## src/hdl/wl512_pkg.sv

```systemverilog
`timescale 1ns / 1ps
`default_nettype none
// wl512_pkg: shared constants and types for the WELL512a generator.
// No dependencies; used by every module under hdl/.

package wl512_pkg;

   localparam int WORD_W     = 32;
   localparam int POOL_DEPTH = 16;
   localparam int POS_W      = $clog2(POOL_DEPTH);
   localparam int ACTION_W   = 2;

   // Recurrence taps and constants
   localparam int TAP_M1 = 13;
   localparam int TAP_M2 = 9;
   localparam logic [WORD_W-1:0] TEMPER_MASK = 32'hDA44_2D24;
   localparam logic [WORD_W-1:0] SEED_MULT   = 32'd1812433253;

   // Action codes
   localparam logic [ACTION_W-1:0] ACT_GENERATE = 2'd0;
   localparam logic [ACTION_W-1:0] ACT_SEED     = 2'd1;
   localparam logic [ACTION_W-1:0] ACT_LOAD     = 2'd2;

   // Sequencer states
   localparam logic [1:0] ST_IDLE   = 2'd0;
   localparam logic [1:0] ST_SEED   = 2'd1;
   localparam logic [1:0] ST_ROTATE = 2'd2;

   typedef logic [WORD_W-1:0] word_type;

   // Per-cell control: shift toward cell 0, shift toward cell 15, or write
   typedef struct packed {
      logic shift_left;
      logic shift_right;
      logic write;
   } cell_ctrl_type;

endpackage

`default_nettype wire

```

## src/hdl/well512_random_generator.sv

```systemverilog
`timescale 1ns / 1ps
`default_nettype none
// well512_random_generator: top level of the WELL512a generator.
// Depends on wl512_pkg, wl512_cell and wl512_step.
//
//  Channel   Ports                                   Direction  Moves
//  req       req_valid/ready, action, value, index   in         one command word
//  rsp       rsp_valid/ready, random_word            out        one random word
//
// Generate registers its word; a new word can be accepted every cycle while the
// result register drains. The pool lives in a ring of 16 cells aligned so that
// cell 0 always holds the current position; a generate shifts the ring by one.
// Seed: the value enters cell 15 on accept, then one multiply per cycle, each
// result shifted into cell 15, until all 16 cells hold seeded words.
// Load writes the addressed cell on accept, then realigns the ring if needed.
// Input stalls while seeding, realigning, or while an unread result is held.
// Reset is synchronous and clears the position and handshake state; after
// reset the ring shifts zeros into every cell and the input is held off.

module well512_random_generator (
   input  wire logic                              clock,
   input  wire logic                              reset,
   input  wire logic                              req_valid,
   output logic                                   req_ready,
   input  wire logic [wl512_pkg::ACTION_W-1:0]    req_action,
   input  wire logic [wl512_pkg::WORD_W-1:0]      req_value,
   input  wire logic [wl512_pkg::POS_W-1:0]       req_word_index,
   output logic                                   rsp_valid,
   input  wire logic                              rsp_ready,
   output logic [wl512_pkg::WORD_W-1:0]           rsp_random_word
);

   localparam int DEPTH = wl512_pkg::POOL_DEPTH;
   localparam int PW    = wl512_pkg::POS_W;

   wl512_pkg::word_type      words [DEPTH];
   wl512_pkg::cell_ctrl_type ctrl  [DEPTH];

   logic [1:0]    state_ff, state_in;
   logic [PW-1:0] pos_ff, pos_in;
   logic [PW-1:0] cnt_ff, cnt_in;
   logic          rsp_valid_ff, rsp_valid_in;
   wl512_pkg::word_type rsp_word_ff, rsp_word_in;
   logic          clear_ff, clear_in;

   logic          req_acc;
   logic          gen_go, seed_go, load_go;
   logic          shl, shr;
   logic [PW-1:0] load_cell;
   wl512_pkg::word_type step_new_p, step_new_prev;
   wl512_pkg::word_type seed_mix, seed_prod, seed_next, tail_in;

   // Handshake decode
   assign req_ready = (state_ff == wl512_pkg::ST_IDLE) && !clear_ff
                      && (!rsp_valid_ff || rsp_ready);
   assign req_acc = req_valid && req_ready;
   assign gen_go  = req_acc && (req_action == wl512_pkg::ACT_GENERATE);
   assign seed_go = req_acc && (req_action == wl512_pkg::ACT_SEED);
   assign load_go = req_acc && (req_action == wl512_pkg::ACT_LOAD);

   // Recurrence on fixed taps of the ring
   wl512_step u_step (
      .tap_p    (words[0]),
      .tap_m1   (words[wl512_pkg::TAP_M1]),
      .tap_m2   (words[wl512_pkg::TAP_M2]),
      .tap_prev (words[DEPTH-1]),
      .new_p    (step_new_p),
      .new_prev (step_new_prev)
   );

   // Seed chain: next word from the one last shifted into cell 15
   assign seed_mix  = words[DEPTH-1] ^ (words[DEPTH-1] >> 30);
   assign seed_prod = wl512_pkg::SEED_MULT * seed_mix;
   assign seed_next = seed_prod + {{(wl512_pkg::WORD_W-PW){1'b0}}, cnt_ff};

   // Word entering cell 15 on a left shift
   always_comb begin
      case (state_ff)
         wl512_pkg::ST_SEED:   tail_in = seed_next;
         wl512_pkg::ST_ROTATE: tail_in = words[0];
         default:              tail_in = clear_ff ? '0 : req_value;
      endcase
   end

   // During the post-reset clear pass the ring shifts in zeros
   assign shl = seed_go || clear_ff || (state_ff == wl512_pkg::ST_SEED)
                || (state_ff == wl512_pkg::ST_ROTATE);
   assign shr = gen_go;
   assign load_cell = PW'(req_word_index - pos_ff);

   // Ring of cells; cell k holds W[(pos + k) mod 16]
   for (genvar k = 0; k < DEPTH; k++) begin : g_cell
      wl512_pkg::word_type from_left;
      wl512_pkg::word_type from_right;

      if (k == 0) begin : g_l0
         assign from_left = step_new_prev;
      end else if (k == 1) begin : g_l1
         assign from_left = step_new_p;
      end else begin : g_ln
         assign from_left = words[k-1];
      end

      if (k == DEPTH-1) begin : g_rt
         assign from_right = tail_in;
      end else begin : g_rn
         assign from_right = words[k+1];
      end

      assign ctrl[k].shift_left  = shl;
      assign ctrl[k].shift_right = shr;
      assign ctrl[k].write       = load_go && (load_cell == PW'(k));

      wl512_cell u_cell (
         .clock      (clock),
         .ctrl       (ctrl[k]),
         .from_left  (from_left),
         .from_right (from_right),
         .write_data (req_value),
         .word_out   (words[k])
      );
   end

   // Sequencer and position
   always_comb begin
      state_in = state_ff;
      pos_in   = pos_ff;
      cnt_in   = cnt_ff;
      clear_in = clear_ff;
      case (state_ff)
         wl512_pkg::ST_IDLE: begin
            if (clear_ff) begin
               cnt_in = cnt_ff + PW'(1);
               if (cnt_ff == PW'(DEPTH-1)) begin
                  clear_in = 1'b0;
               end
            end else if (gen_go) begin
               pos_in = pos_ff - PW'(1);
            end else if (seed_go) begin
               state_in = wl512_pkg::ST_SEED;
               pos_in   = '0;
               cnt_in   = PW'(1);
            end else if (load_go && (pos_ff != '0)) begin
               state_in = wl512_pkg::ST_ROTATE;
            end
         end
         wl512_pkg::ST_SEED: begin
            cnt_in = cnt_ff + PW'(1);
            if (cnt_ff == PW'(DEPTH-1)) begin
               state_in = wl512_pkg::ST_IDLE;
            end
         end
         wl512_pkg::ST_ROTATE: begin
            pos_in = pos_ff + PW'(1);
            if (pos_ff == PW'(DEPTH-1)) begin
               state_in = wl512_pkg::ST_IDLE;
            end
         end
         default: begin
            state_in = wl512_pkg::ST_IDLE;
         end
      endcase
   end

   // Result register
   always_comb begin
      rsp_word_in  = rsp_word_ff;
      rsp_valid_in = rsp_valid_ff && !rsp_ready;
      if (gen_go) begin
         rsp_valid_in = 1'b1;
         rsp_word_in  = step_new_prev;
      end
   end

   always_ff @(posedge clock) begin
      if (reset) begin
         state_ff     <= wl512_pkg::ST_IDLE;
         pos_ff       <= '0;
         cnt_ff       <= '0;
         clear_ff     <= 1'b1;
         rsp_valid_ff <= 1'b0;
      end else begin
         state_ff     <= state_in;
         pos_ff       <= pos_in;
         cnt_ff       <= cnt_in;
         clear_ff     <= clear_in;
         rsp_valid_ff <= rsp_valid_in;
      end
   end

   always_ff @(posedge clock) begin
      rsp_word_ff <= rsp_word_in;
   end

   assign rsp_valid       = rsp_valid_ff;
   assign rsp_random_word = rsp_word_ff;

   // Checks
   a_busy_not_ready: assert property (@(posedge clock) disable iff (reset)
      (state_ff != wl512_pkg::ST_IDLE) |-> !req_ready)
      else $error("input accepted while sequencer busy");

   a_rise_from_gen: assert property (@(posedge clock) disable iff (reset)
      $rose(rsp_valid) |-> $past(req_valid && req_ready
                                 && (req_action == wl512_pkg::ACT_GENERATE)))
      else $error("result without a generate");

   a_rotate_pos: assert property (@(posedge clock) disable iff (reset)
      (state_ff == wl512_pkg::ST_ROTATE) |-> (pos_ff != '0))
      else $error("ring realignment with position already zero");

   a_seed_done: assert property (@(posedge clock) disable iff (reset)
      ((state_ff == wl512_pkg::ST_SEED) && (cnt_ff == PW'(DEPTH-1)))
      |=> ((state_ff == wl512_pkg::ST_IDLE) && (pos_ff == '0)))
      else $error("seed pass did not end aligned");

   a_rotate_done: assert property (@(posedge clock) disable iff (reset)
      $fell(state_ff == wl512_pkg::ST_ROTATE) |-> (pos_ff == '0))
      else $error("ring realignment ended misaligned");

endmodule

`default_nettype wire

```

## src/hdl/wl512_cell.sv

```systemverilog
`timescale 1ns / 1ps
`default_nettype none
// wl512_cell: one pool word of the generator chain.
// Depends on wl512_pkg.

module wl512_cell (
   input  wire logic                  clock,
   input  wire wl512_pkg::cell_ctrl_type ctrl,
   input  wire wl512_pkg::word_type   from_left,
   input  wire wl512_pkg::word_type   from_right,
   input  wire wl512_pkg::word_type   write_data,
   output wl512_pkg::word_type        word_out
);

   wl512_pkg::word_type word_ff;
   wl512_pkg::word_type word_in;

   // Next word: write wins, then the two shift directions
   always_comb begin
      word_in = word_ff;
      if (ctrl.write) begin
         word_in = write_data;
      end else if (ctrl.shift_right) begin
         word_in = from_left;
      end else if (ctrl.shift_left) begin
         word_in = from_right;
      end
   end

   // Payload register, no reset: the top level shifts zeros through after reset
   always_ff @(posedge clock) begin
      word_ff <= word_in;
   end

   assign word_out = word_ff;

endmodule

`default_nettype wire

```

## src/hdl/wl512_step.sv

```systemverilog
`timescale 1ns / 1ps
`default_nettype none
// wl512_step: WELL512a recurrence on the chain taps, combinational.
// Depends on wl512_pkg.

module wl512_step (
   input  wire wl512_pkg::word_type tap_p,     // W[p]
   input  wire wl512_pkg::word_type tap_m1,    // W[p+13]
   input  wire wl512_pkg::word_type tap_m2,    // W[p+9]
   input  wire wl512_pkg::word_type tap_prev,  // W[p-1]
   output wl512_pkg::word_type      new_p,     // new W[p]
   output wl512_pkg::word_type      new_prev   // new W[p-1], the output word
);

   wl512_pkg::word_type b_w;
   wl512_pkg::word_type c_w;
   wl512_pkg::word_type d_w;

   // First half: mix W[p] with W[p+13], fold W[p+9]
   assign b_w   = tap_p ^ tap_m1 ^ (tap_p << 16) ^ (tap_m1 << 15);
   assign c_w   = tap_m2 ^ (tap_m2 >> 11);
   assign new_p = b_w ^ c_w;

   // Second half: tempered term and the word one position down
   assign d_w      = new_p ^ ((new_p << 5) & wl512_pkg::TEMPER_MASK);
   assign new_prev = tap_prev ^ b_w ^ d_w ^ (tap_prev << 2) ^ (b_w << 18)
                     ^ (c_w << 28);

endmodule

`default_nettype wire
```

## config.mk

```make
export PLATFORM = sky130hd
export DESIGN_NAME = well512_random_generator
export DESIGN_NICKNAME = d
export VERILOG_FILES = /design/src/hdl/wl512_pkg.sv /design/src/hdl/well512_random_generator.sv /design/src/hdl/wl512_cell.sv /design/src/hdl/wl512_step.sv
export SDC_FILE = /design/constraint.sdc
export NUM_CORES = 2
export LEC_CHECK = 0
export BUFFER_PORTS_ARGS = -buffer_cell sky130_fd_sc_hd__buf_2
export CORE_UTILIZATION = 35
export CTS_BUF_LIST = sky130_fd_sc_hd__clkbuf_8
export CTS_CLUSTER_SIZE = 24
export DETAILED_ROUTE_END_ITERATION = 10
export PLACE_DENSITY = 0.49
export SETUP_SLACK_MARGIN = 0.15
export SLEW_MARGIN = 20
export SYNTH_ARGS = -nofsm -noshare
export SYNTH_HDL_FRONTEND = slang
export SYNTH_SLANG_ARGS = --single-unit
```

## constraint.sdc

```tcl
create_clock -name clock -period 17.7 [get_ports clock]
set_clock_uncertainty 0.1 [all_clocks]
set_input_delay 0 -clock clock [delete_from_list [all_inputs] [get_ports clock]]
set_output_delay 0 -clock clock [all_outputs]
set_load 0.01 [all_outputs]
```

==> flow_summary.yaml <==
outcome:
  status: "completed"
finish:
  drive_above_1_share_pct: 7.76
  layout.nets: 4177
  fin_area_um2: 41500
  syn_to_final_growth_pct: 10.2
setup_path:
  required_ns: 18.05
  crit_fanout: 7
  arrival_ns: 8.02
  end_kind: "register"
  worstSetupPathType: "register to register"
  cp-start-kind: "register"
clocking:
  cts_sinks: 556
  ctsResizeCount: 0
  worstSkewPairLatency_ns: 0.74
  clkTransAtPathRegs_ns: 0.06
  cts_tree: "built"
  cts_setup_buffers: 0
  cts_buffer_depth: 3
  root_buffer: "clkbuf_8"
  cts_buffers: 99
  htreeDepth: 3
  ctsHoldBuffers: 44
grt:
  grt_pass1_vias: 27351
  grt_usage_pct: 24.1
  grt_max_degree: 153
  grt_pass1_wl_um: 192000
  overflow: 0
  antenna_found_initial: 2
sta:
  layout_min_cycle_time_ns: 7.67
  setup_viol: 0
  rsz0062_at_grt: "no"
  worst_slew_pin_slew_ns: 1.11
  hold_slack_ns: 0.128
  finalSetupTns_ns: 0
  fmax_ghz: 0.130
  finalCritPeriodShare_pct: 43.3
  slew_headroom_pct: 25.9
  hold_viol: 0
  slew_viol_final: 0
placed_design:
  globalplace.congestion: 0.923
  io_buffers: 75
  dpl_cell_area_um2: 39400
  dp_hpwl_um: 88900
synth:
  yosysTopAreaCellShare_pct: 43.4
  syn_nets: 4179
  synth_flop_cell: "edfxtp_1"
  synthTopCellsByArea: "edfxtp_1, fa_1, ha_1"
  syn_area_per_cell_um2: 10.0
  synth-async-reset-ratio_pct: 0
  yosysUniqueCellTypes: 62
  yosys_warnings: 0
  synth-seq-area-share_pct: 44.0
  synthCells: 3763
  post-synth-top-area-cell: "edfxtp_1"
  synth-seq-cells: 556
  synth_edf_count: 544
  synthesis.area_um2: 37700
run:
  maxCapViolCount: 0
pwr:
  leakagePower_nw: 16.7
  power_density_nw_per_um2: 62.3
  power_w: 0.00259
  ir_worst_vdd_mv: 0.0440
detailed_routing:
  first_pass_iters: 6
  num_vias: 28070
  wire_per_inst_um: 25.1
  wl_um: 131000
  drt_iter0_drc: 3001
  drc: 0
  ant_nets: 0
  viasPerCell: 5.36
floorplanning:
  dieArea_um2: 109000
  start_util_pct: 35.5
  die_h_um: 330
  dieWidth_um: 330
  fp-row-count: 119
  io-pin-count: 76
  core_area_um2: 106000
worst_hold_path:
  hold_class: "primary input to register"
[worst max-delay path: stages (launching register included)]
cell      delay (ns)
edfxtp_1        0.54
xor2_1          0.53
xor2_1          0.32
ha_1            0.27
or2_2           0.29
ha_1            0.27
inv_1           0.05
fa_1            0.47
inv_1           0.04
ha_1            0.18
fa_1            0.46
fa_1            0.51
fa_1            0.49
inv_1           0.05
fa_1            0.48
inv_1           0.04
ha_1            0.34
a21oi_1         0.19
o21ai_0         0.14
nor4_1          0.23
o21ai_0         0.12
a21oi_1         0.32
o21ai_0         0.23
o311ai_0        0.41
mux2i_1         0.24
o21ai_0         0.09
[final cells by class]
class	count	area [um^2]
Antenna cell	2	5.00
Clock buffer	99	1360
Clock inverter	81	355
Fill cell	10527	64500
Inverter	253	957
Multi-Input combinational cell	2672	19200
Sequential cell	556	16600
Tap cell	1391	1740
Timing Repair Buffer	179	1280
[kinds of logic (layout without fill, tap and decap cells)]
group | count (synthesis) | in the layout | synth area share, %
AOI/OAI and AO/OA | 692 | 692 | 10.6
xor gates and xnor gates | 267 | 267 | 6.24
adders and majority gates | 374 | 374 | 15.4
buffers and inverters | 535 | 612 | 5.39
DFF | 556 | 556 | 44.0
muxes | 267 | 267 | 7.09
other | 0 | 2 | 0
and+or+nand+nor | 1072 | 1072 | 11.2
[placed cells by master, fill, tap and decap left out, types with 6 or more instances in the layout]
master,netlist,layout
a211oi_1,11,11
a21o_1,14,14
a21oi_1,73,73
a222oi_1,11,11
a22o_1,7,7
a22oi_1,6,6
a31oi_1,201,201
and3_1,10,10
buf_2,5,75
buf_4,0,59
clkbuf_8,0,99
clkinv_1,0,32
clkinv_2,0,18
dfxtp_1,12,12
dlygate4sd3_1,0,44
edfxtp_1,544,544
fa_1,149,149
ha_1,225,225
inv_1,252,278
mux2i_1,267,267
nand2_1,731,721
nand2_2,0,9
nand3_1,16,14
nor2_1,260,256
nor3_1,13,9
o21a_1,6,6
o21ai_0,327,323
or3_1,7,6
xnor2_1,209,209
xor2_1,57,57
[metal layers]
layer / track usage (%) / wire length (um) / share of wire (%)
met4: 6.40 / 3170 / 2.4
met2: 38.2 / 59900 / 46
met5: 0 / 0 / 0
met3: 2.77 / 7640 / 5.8
met1: 34.8 / 60500 / 46
[power by group]
| group | switching (W) | internal, W | total [W] |
|---|---|---|---|
| clock network | 0.000588 | 0.000524 | 0.00111 |
| logic | 0.0000355 | 0.0000141 | 0.0000496 |
| registers | 0.00000163 | 0.00142 | 0.00143 |
[sequential cells by signal, summed over array words and instances (netlist names)]
register and count:
clear_ff 1, cnt_ff 4, g_cell.u_cell.word_out 512, pos_ff 4, rsp_random_word 32, rsp_valid 1, state_ff 2
[cell usage after synthesis, types with 3 or more instances]
cell type    n
or3_1        7
inv_1      252
nand4_1      4
ha_1       225
nand2_1    731
buf_1       46
o21a_1       6
a22oi_1      6
a222oi_1    11
o21ai_0    327
nand2b_1     7
xnor2_1    209
o21bai_1     3
xor2_1      57
a221o_1      3
fa_1       149
edfxtp_1   544
a221oi_1     4
and2_1       5
o31ai_1      3
a22o_1       7
a21oi_1     73
clkbuf_1   229
nor3_1      13
nor2b_1      3
nor2_1     260
and3_1      10
nand3_1     16
a21o_1      14
dfxtp_1     12
a31oi_1    201
buf_2        5
a211oi_1    11
a41oi_1      3
o21ai_1      3
mux2i_1    267
nor4_1       5
[path summary, 6_finish.rpt]
| kind | from | to | slack [ns] | cells past startpoint |
|---|---|---|---|---|
| max | g_cell[15].u_cell.word_out[30]$_DFFE_PP_ | g_cell[15].u_cell.word_out[31]$_DFFE_PP_ | 10.03 | 25 |
| min | req_word_index[0] | g_cell[7].u_cell.word_out[5]$_DFFE_PP_ | 0.13 | 6 |
| max reg2reg | g_cell[15].u_cell.word_out[30]$_DFFE_PP_ | g_cell[15].u_cell.word_out[31]$_DFFE_PP_ | 10.03 | 25 |
| min reg2reg | state_ff[1]$_SDFFE_PP0P_ | state_ff[1]$_SDFFE_PP0P_ | 0.42 | 2 |
[stage by stage]
step	utilization, %	worst slack, ns	std cells
6_report	39.2	10.03	5233
5_1_grt	39.2	9.50	5232
4_1_cts	39.2	10.00	5231
3_5_place_dp	37.1	10.04	5007
3_3_place_gp	37.1	10.11	5007
2_1_floorplan	-	10.81	3763
No activity file was read; power rests on OpenSTA's default activity.
